===== src/hw/rtl/rpj_sqrt_cell.sv =====
// ----------------------------------------------------------------------------
// rpj_sqrt_cell
// One digit step of a pipelined integer square root (one root bit per cell).
// ----------------------------------------------------------------------------
`default_nettype none

module rpj_sqrt_cell #(
    parameter int VAL_W = 64,
    parameter int STEP  = 0
) (
    input  wire logic             i_clk,
    input  wire logic             i_en,
    input  wire logic [VAL_W-1:0] i_rem,
    input  wire logic [VAL_W-1:0] i_root,
    output logic      [VAL_W-1:0] o_rem,
    output logic      [VAL_W-1:0] o_root
);

    localparam logic [VAL_W-1:0] BIT = VAL_W'(1) << (VAL_W - 2 - 2 * STEP);

    logic [VAL_W:0]   trial;
    logic             fits;
    logic [VAL_W-1:0] n_rem;
    logic [VAL_W-1:0] n_root;
    logic [VAL_W-1:0] r_rem;
    logic [VAL_W-1:0] r_root;

    assign trial = {1'b0, i_root} + {1'b0, BIT};
    assign fits  = {1'b0, i_rem} >= trial;

    always_comb begin
        if (fits) begin
            n_rem  = i_rem - trial[VAL_W-1:0];
            n_root = (i_root >> 1) + BIT;
        end else begin
            n_rem  = i_rem;
            n_root = i_root >> 1;
        end
    end

    always_ff @(posedge i_clk) begin
        if (i_en) begin
            r_rem  <= n_rem;
            r_root <= n_root;
        end
    end

    assign o_rem  = r_rem;
    assign o_root = r_root;

endmodule

`default_nettype wire


===== src/hw/rtl/rpj_sqrt.sv =====
// ----------------------------------------------------------------------------
// rpj_sqrt
// Pipelined floor square root: a row of VAL_W/2 digit cells.
// ----------------------------------------------------------------------------
`default_nettype none

module rpj_sqrt #(
    parameter int VAL_W = 64
) (
    input  wire logic             i_clk,
    input  wire logic             i_en,
    input  wire logic [VAL_W-1:0] i_val,
    output logic      [VAL_W-1:0] o_root,
    output logic      [VAL_W-1:0] o_rem
);

    localparam int STEPS = VAL_W / 2;

    logic [VAL_W-1:0] rem_w  [STEPS+1];
    logic [VAL_W-1:0] root_w [STEPS+1];

    assign rem_w[0]  = i_val;
    assign root_w[0] = '0;

    for (genvar k = 0; k < STEPS; k++) begin : g_cell
        rpj_sqrt_cell #(
            .VAL_W (VAL_W),
            .STEP  (k)
        ) u_cell (
            .i_clk  (i_clk),
            .i_en   (i_en),
            .i_rem  (rem_w[k]),
            .i_root (root_w[k]),
            .o_rem  (rem_w[k+1]),
            .o_root (root_w[k+1])
        );
    end

    assign o_root = root_w[STEPS];
    assign o_rem  = rem_w[STEPS];

endmodule

`default_nettype wire


===== config.mk =====
export PLATFORM = sky130hd
export DESIGN_NAME = rpj_sqrt
export DESIGN_NICKNAME = d
export VERILOG_FILES = /design/src/hw/rtl/rpj_sqrt_cell.sv /design/src/hw/rtl/rpj_sqrt.sv
export SDC_FILE = /design/constraint.sdc
export NUM_CORES = 2
export LEC_CHECK = 0
export BUFFER_PORTS_ARGS = -buffer_cell sky130_fd_sc_hd__buf_4
export CORE_MARGIN = 10
export CORE_UTILIZATION = 60
export DETAILED_ROUTE_END_ITERATION = 8
export HOLD_SLACK_MARGIN = 0.12
export MAX_ROUTING_LAYER = met4
export PLACE_DENSITY = 0.87
export SETUP_SLACK_MARGIN = 0.05
export SYNTH_ARGS = -nofsm -noshare
export SYNTH_HDL_FRONTEND = slang
export SYNTH_SLANG_ARGS = --single-unit

===== constraint.sdc =====
create_clock -name i_clk -period 11.5 [get_ports i_clk]
set_clock_uncertainty 0.05 [all_clocks]
set_input_delay 1.15 -clock i_clk [delete_from_list [all_inputs] [get_ports i_clk]]
set_output_delay 1.15 -clock i_clk [all_outputs]
set_load 0.03 [all_outputs]

**Word level (Yosys, flattened, before mapping)**

Index checks and enable logic that the tools add are counted.

- Register bits: 4096
- Output and inout bits: 128
- Word-level logic and storage cells: 285

- Add/subtract/negate cells: 94
- Order comparisons: 32
- Multiplexer cells: 64

Operator list:

| cell | count |
|---|---|
| $mux W64 | 32 |
| $mux W63 | 32 |
| $ge A64 B65 Y1 | 31 |
| $sub A64 B64 Y64 | 31 |
| $add A64 B1 Y65 const B | 1 |
| $add A64 B11 Y65 const B | 1 |
| $add A64 B13 Y65 const B | 1 |
| $add A64 B15 Y65 const B | 1 |
| $add A64 B17 Y65 const B | 1 |
| $add A64 B19 Y65 const B | 1 |
| $add A64 B21 Y65 const B | 1 |
| $add A64 B23 Y65 const B | 1 |
| $add A64 B25 Y65 const B | 1 |
| $add A64 B27 Y65 const B | 1 |
| $add A64 B29 Y65 const B | 1 |
| $add A64 B3 Y65 const B | 1 |
| $add A64 B31 Y65 const B | 1 |
| $add A64 B33 Y65 const B | 1 |
| $add A64 B35 Y65 const B | 1 |
| $add A64 B37 Y65 const B | 1 |
| $add A64 B39 Y65 const B | 1 |
| $add A64 B41 Y65 const B | 1 |
| $add A64 B43 Y65 const B | 1 |
| $add A64 B45 Y65 const B | 1 |
| 44 further kinds | 44 |

**Logic depth before layout (Yosys ltp)**

- Word-level depth: 3
- Depth in mapped cells: 16

**By module**

A second synthesis with hierarchy kept.

- Cell total of the unflattened synthesis: 34324
- Area total of the unflattened synthesis: 315835.4 µm²

Modules (own cells, without submodules):

| module | times used | cells each | area an instance (µm²) | sequential area each (µm²) |
|---|---|---|---|---|
| rpj_sqrt_cell (g_cell[31].u_cell) | 1 | 1271 | 11100.6 | 3843.7 |
| rpj_sqrt_cell (g_cell[30].u_cell) | 1 | 1217 | 10989.3 | 3843.7 |
| rpj_sqrt_cell (g_cell[27].u_cell) | 1 | 1245 | 10971.8 | 3843.7 |
| rpj_sqrt_cell (g_cell[24].u_cell) | 1 | 1242 | 10879.2 | 3843.7 |
| rpj_sqrt_cell (g_cell[26].u_cell) | 1 | 1208 | 10866.7 | 3843.7 |
| rpj_sqrt_cell (g_cell[29].u_cell) | 1 | 1239 | 10741.6 | 3843.7 |
| rpj_sqrt_cell (g_cell[25].u_cell) | 1 | 1204 | 10615.2 | 3843.7 |
| rpj_sqrt_cell (g_cell[28].u_cell) | 1 | 1188 | 10532.6 | 3843.7 |
| rpj_sqrt_cell (g_cell[22].u_cell) | 1 | 1199 | 10451.3 | 3843.7 |
| rpj_sqrt_cell (g_cell[23].u_cell) | 1 | 1183 | 10420.0 | 3843.7 |
| rpj_sqrt_cell (g_cell[20].u_cell) | 1 | 1154 | 10273.6 | 3843.7 |
| rpj_sqrt_cell (g_cell[21].u_cell) | 1 | 1121 | 10171.0 | 3843.7 |
| rpj_sqrt_cell (g_cell[19].u_cell) | 1 | 1106 | 9988.3 | 3843.7 |
| rpj_sqrt_cell (g_cell[14].u_cell) | 1 | 1095 | 9841.9 | 3843.7 |
| 19 more rows | n/a | n/a | n/a | n/a |

**Least setup slack after synthesis**

Ideal clock, no wire load.

- Path type: register to register
- Start point: register g_cell[30].u_cell.r_rem[21]
- End point: register g_cell[31].u_cell.r_rem[44] (data pin)
- Arrival time: 3.435 ns
- Slack: 7.747 ns
- Cell stages (with the launch flop): 13
- Path buffers: 2
- Period minus slack after synthesis: 3.753 ns
- Cells stage by stage: edfxtp_1 ha_1 buf_2 nand4_1 or3_1 or4_1 or4_1 nand4b_1 nand4bb_2 or4b_1 buf_2 nor4b_2 xor2_1

- Word-level cells in the longest chain between the ends: 2
- Elaborated cells between the ends (all ways): 3
- Classes of those cells: add/sub (1); order compare (1); mux (1)

Ends and longest elaborated chain:

| item | line | source |
|---|---|---|
| start: declaration | rpj_sqrt_cell.sv:25 | `logic [VAL_W-1:0] r_rem;` |
| start signal: assignment | rpj_sqrt_cell.sv:43 | `r_rem <= n_rem;` |
| $sub A64 B64 Y64 / $ge A64 B65 Y1 (equally long branches) | rpj_sqrt_cell.sv:33, rpj_sqrt_cell.sv:29 |  |
| $mux W64 (*) | rpj_sqrt_cell.sv:32 | `if (fits) begin` |
| via g_cell[31].u_cell.n_rem[44] | rpj_sqrt_cell.sv:23 | `logic [VAL_W-1:0] n_rem;` |
| end signal: assignment | rpj_sqrt_cell.sv:43 |  |
| end: declaration | rpj_sqrt_cell.sv:25 |  |

Mark *: on every way through the listed nets, which the timed path passes. The rest lies on a longest branch.
A chain may end at the register's enable or synchronous reset.

**Worst setup path in the final report**

- Start point: register g_cell[20].u_cell.r_root[41]
- End point: register g_cell[21].u_cell.r_rem[60] (data pin)

- Word-level cells in the longest chain between the ends: 3
- Elaborated cells between the ends (all ways): 4
- Classes of those cells: add/sub (2); order compare (1); mux (1)

Ends and longest elaborated chain:

| item | line | source |
|---|---|---|
| start: declaration | rpj_sqrt_cell.sv:26 | `logic [VAL_W-1:0] r_root;` |
| start signal: assignment | rpj_sqrt_cell.sv:44 | `r_root <= n_root;` |
| $add A64 B21 Y65 (*) | rpj_sqrt_cell.sv:28 | `assign trial = {1'b0, i_root} + {1'b0, BIT};` |
| $sub A64 B64 Y64 / $ge A64 B65 Y1 (equally long branches) | rpj_sqrt_cell.sv:33, rpj_sqrt_cell.sv:29 |  |
| $mux W64 (*) | rpj_sqrt_cell.sv:32 |  |
| via g_cell[21].u_cell.n_rem[60] | rpj_sqrt_cell.sv:23 |  |
| end signal: assignment | rpj_sqrt_cell.sv:43 |  |
| end: declaration | rpj_sqrt_cell.sv:25 |  |

Marked as above.

==> summary.md <==
| Metric | Value |
|---|---|
| Commonest non-fill, non-tap cell in the layout | edfxtp_1 |
| # resized after CTS | 0 |
| Pwr per Cell Area | 205.0 nW/µm² |
| First-pass GRT wire length | 496.8 mm |
| Max-cap violations | 0 |
| Row count | 167 |
| Syn Std Cell Area | 124,400 µm² |
| HPWL Detailed | 235.9 mm |
| Worst slew margin | 0.07511 |
| Fin area | 137,400 µm² |
| Yosys cell types | 100 |
| Post-route ant nets | 0 |
| Startpoint types | register |
| DIE AREA | 225,900 µm² |
| Commonest cells after routing, fill and taps aside | edfxtp_1 (2,576), inv_1 (713), nand2_1 (668) |
| Hold Fails Final Rpt | 0 |
| Critical path required time | 12.06 ns |
| Sw frac | 0.3068 |
| Num CTS Buffers | 283 |
| Slowest cell on the critical path | nor4_1 |
| Initial antenna violation count | 17 |
| Core Region | 206,700 µm² |
| Dpl cell area | 128,600 µm² |
| Clk pwr share | 0.312 |
| Die Wd | 475.3 µm |
| Status | finished clean |
| TritonCTS clock tree | done |
| Mean post-synth cell area | 12.46 µm² |
| YS warnings | 0 |
| Number of flops mapped to enable cells by yosys | 2,576 |
| IO Pins | 194 |
| Worst-path clk slew | 0.06 ns |
| RSZ-0062 raised after global routing | no |
| DRT Pass-1 Iters | 6 |
| Die Ht | 475.3 µm |
| Clock Path Buffers | 4 |
| Final period util | 0.4675 |
| Hold buffers post-CTS | 0 |
| WL per Instance | 24.94 µm |
| Root buffer cell | clkbuf_16 |
| CP Data Arrival Time | 5.94 ns |
| Seq cells post-synth | 2,576 |
| Critical path class | register to register |
| IO buf count | 161 |
| Gr ovfl total | 0 |
| Area Overhead vs Synth | 10.46% |
| WP buf/inv | 2 |
| Worst-skew pair later-pin latency | 0.96 ns |
| Seq/Total Area, Yosys | 0.6218 |
| Crit-path max FO | 35 |
| Max stage delay on crit path | 0.93 ns |
| Slew @ Worst Pin | 1.387 ns |
| Via count of the routed design | 84,036 |
| FFs w/ async S/R, synth | 0 |
| Max-slew violations | 0 |
| CP top delay family | simple AND/OR/NAND/NOR gates |
| Largest net degree at the start of global routing | 199 |
| Min cycle time layout | 5.376 ns |
| Crit. End Element | register |
| Gate power share | 0.226 |
| Maximum ir drop on the vdd rail | 0.1786 mV |
| Initial core utilization | 0.6020 |
| Initial DRC Count | 10,853 |
| Switching power | 8.641 mW |
| Gpl congestion | 0.9693 |
| Vias in the first global route | 80,907 |
| Internal power | 19.53 mW |
| Aggregate routed wire length | 328.5 mm |
| Main synth FF type | edfxtp_1 |
| Tot Pwr | 28.17 mW |
| Post-CTS setup buffers | 0 |
| H-tree levels | 5 |
| Gr usage total | 0.2924 |
| Peak Freq | 0.1860 GHz |
| Sequential share of power | 0.462 |
| Nets | 10,890 |
| P_leak | 51.95 nW |
| Clk sinks | 2,576 |
| Vias/cell | 6.379 |
| Setup TNS | 0 ns |
| DRC violations left | 0 |
| Worst path cell trace | inv_1 -> ha_1 -> nand2_1 -> nor3b_1 -> nand4_1 -> nor4_1 -> a211oi_1 -> o211a_1 -> buf_4 -> or4_1 -> nor2_1 -> nor4b_1 -> xor2_1 |
| Layout cell share with drive strength beyond 1 | 0.07427 |
| Min-delay worst type | input pin to register |
| # setup viols final | 0 |
| Synth Instances | 9,981 |
power by group through the flow:
stage,clock network (mW),logic (mW),registers (mW)
3_3_place_gp,0,6.09,13.1
4_1_cts,8.89,6.26,13.0
2_1_floorplan,0,4.33,12.8
5_1_grt,9.24,6.93,13.1
6_report,8.79,6.35,13.0
3_5_place_dp,0,6.17,13.2
cells by family (layout without fill, tap and decap cells):
| kind of cell | Yosys count | after routing | share of synthesized area |
|---|---|---|---|
| AND/OR/NAND/NOR | 2968 | 2968 | 0.1238 |
| multiplexers | 88 | 88 | 0.007865 |
| AO/OA/AOI/OAI | 1913 | 1913 | 0.09525 |
| XOR/XNOR | 923 | 923 | 0.06499 |
| buffers and inverters | 952 | 1402 | 0.02994 |
| flip-flops | 2576 | 2576 | 0.6218 |
| adder cells (fa/ha/maj) | 560 | 560 | 0.05633 |
| other | 1 | 40 | 0.00003015 |
cell usage after synthesis, types with 13 or more instances:
library cell  instances  share of area
xor2_1              432          0.030
o41ai_1              13        0.00092
mux2_2               78         0.0071
nor2_1              599          0.018
nand3b_1             24         0.0014
and2_1               37         0.0019
nor3b_1              31         0.0019
nor2b_1              95         0.0048
or4_1                69         0.0042
and4_1               21         0.0015
edfxtp_1           2576           0.62
a2111oi_0            16         0.0011
clkbuf_1            177         0.0053
nand4b_1             19         0.0013
buf_1                16        0.00048
inv_1               713          0.022
o21ai_0             467          0.019
ha_1                560          0.056
nand2b_1            103         0.0052
nor3_1              278          0.011
nand3_1             181         0.0073
or3_1               100         0.0050
o22ai_1              13        0.00065
buf_4                32         0.0019
a21boi_0             22         0.0013
o21a_1               84         0.0051
nand4_1             161         0.0081
or2_2                49         0.0025
a21o_1              276          0.017
and3_1               71         0.0036
a31oi_1              64         0.0032
nand2_1             669          0.020
a211oi_1             47         0.0028
nor4b_1              45         0.0032
a21oi_1             617          0.025
xnor2_1             491          0.035
o31ai_1              62         0.0037
nor4_1              363          0.018
a221oi_1             13        0.00092
o21bai_1             51         0.0031
o211ai_1             26         0.0016
layout make-up:
class	count	area, µm²
diodes	8	20.02
clock buffers	333	7418
clock inverters	150	1341
fillers	14069	69250
inverters	714	2683
multi-input cells	6484	43510
flip-flops and latches	2576	77350
well taps	2704	3383
repair buffers	205	1697
path summary, 6_finish.rpt:
check	start	endpoint	slack, ns	cells past startpoint
worst max-delay path	g_cell[20].u_cell.o_root[41]	g_cell[21].u_cell.o_rem[60]	6.12	13
worst min-delay path	i_val[42]	g_cell[0].u_cell.o_rem[42]	0.32	1
worst max register to register	g_cell[20].u_cell.o_root[41]	g_cell[21].u_cell.o_rem[60]	6.12	13
worst min register to register	g_cell[27].u_cell.o_root[20]	g_cell[28].u_cell.o_root[19]	0.36	0
registers in the layout (all words and copies together), names as in the netlist:
signal                count
g_cell.u_cell.o_rem    2048
g_cell.u_cell.o_root    528
stage by stage:
step	hold WS, ns	setup WS (ns)	utilization	instances
3_5_place_dp	0.3786	6.143	0.6224	12683
2_1_floorplan	0.3666	7.747	-	10012
5_1_grt	0.2821	5.884	0.6649	13172
6_report	0.3239	6.124	0.6649	13174
3_3_place_gp	0.3733	6.265	0.6224	12683
4_1_cts	0.2589	6.115	0.6648	13166
layer usage:
metal | vias up | global-route usage | wire length (µm)
met1 | 41073 | 0.3856 | 131200
met3 | 743 | 0.04430 | 27160
met2 | 4374 | 0.4698 | 158300
met5 | - | - | 0
li1 | 37846 | - | -
met4 | 0 | 0.09485 | 11890
worst register-to-register path, stage by stage, from the launching register on:
cell and delay, ns:
edfxtp_1 0.43, inv_1 0.07, ha_1 0.37, nand2_1 0.14
nor3b_1 0.74, nand4_1 0.17, nor4_1 0.93, a211oi_1 0.26
o211a_1 0.27, buf_4 0.29, or4_1 0.55, nor2_1 0.38
nor4b_1 0.34, xor2_1 0.12
Power figures use the tool's default switching activity.
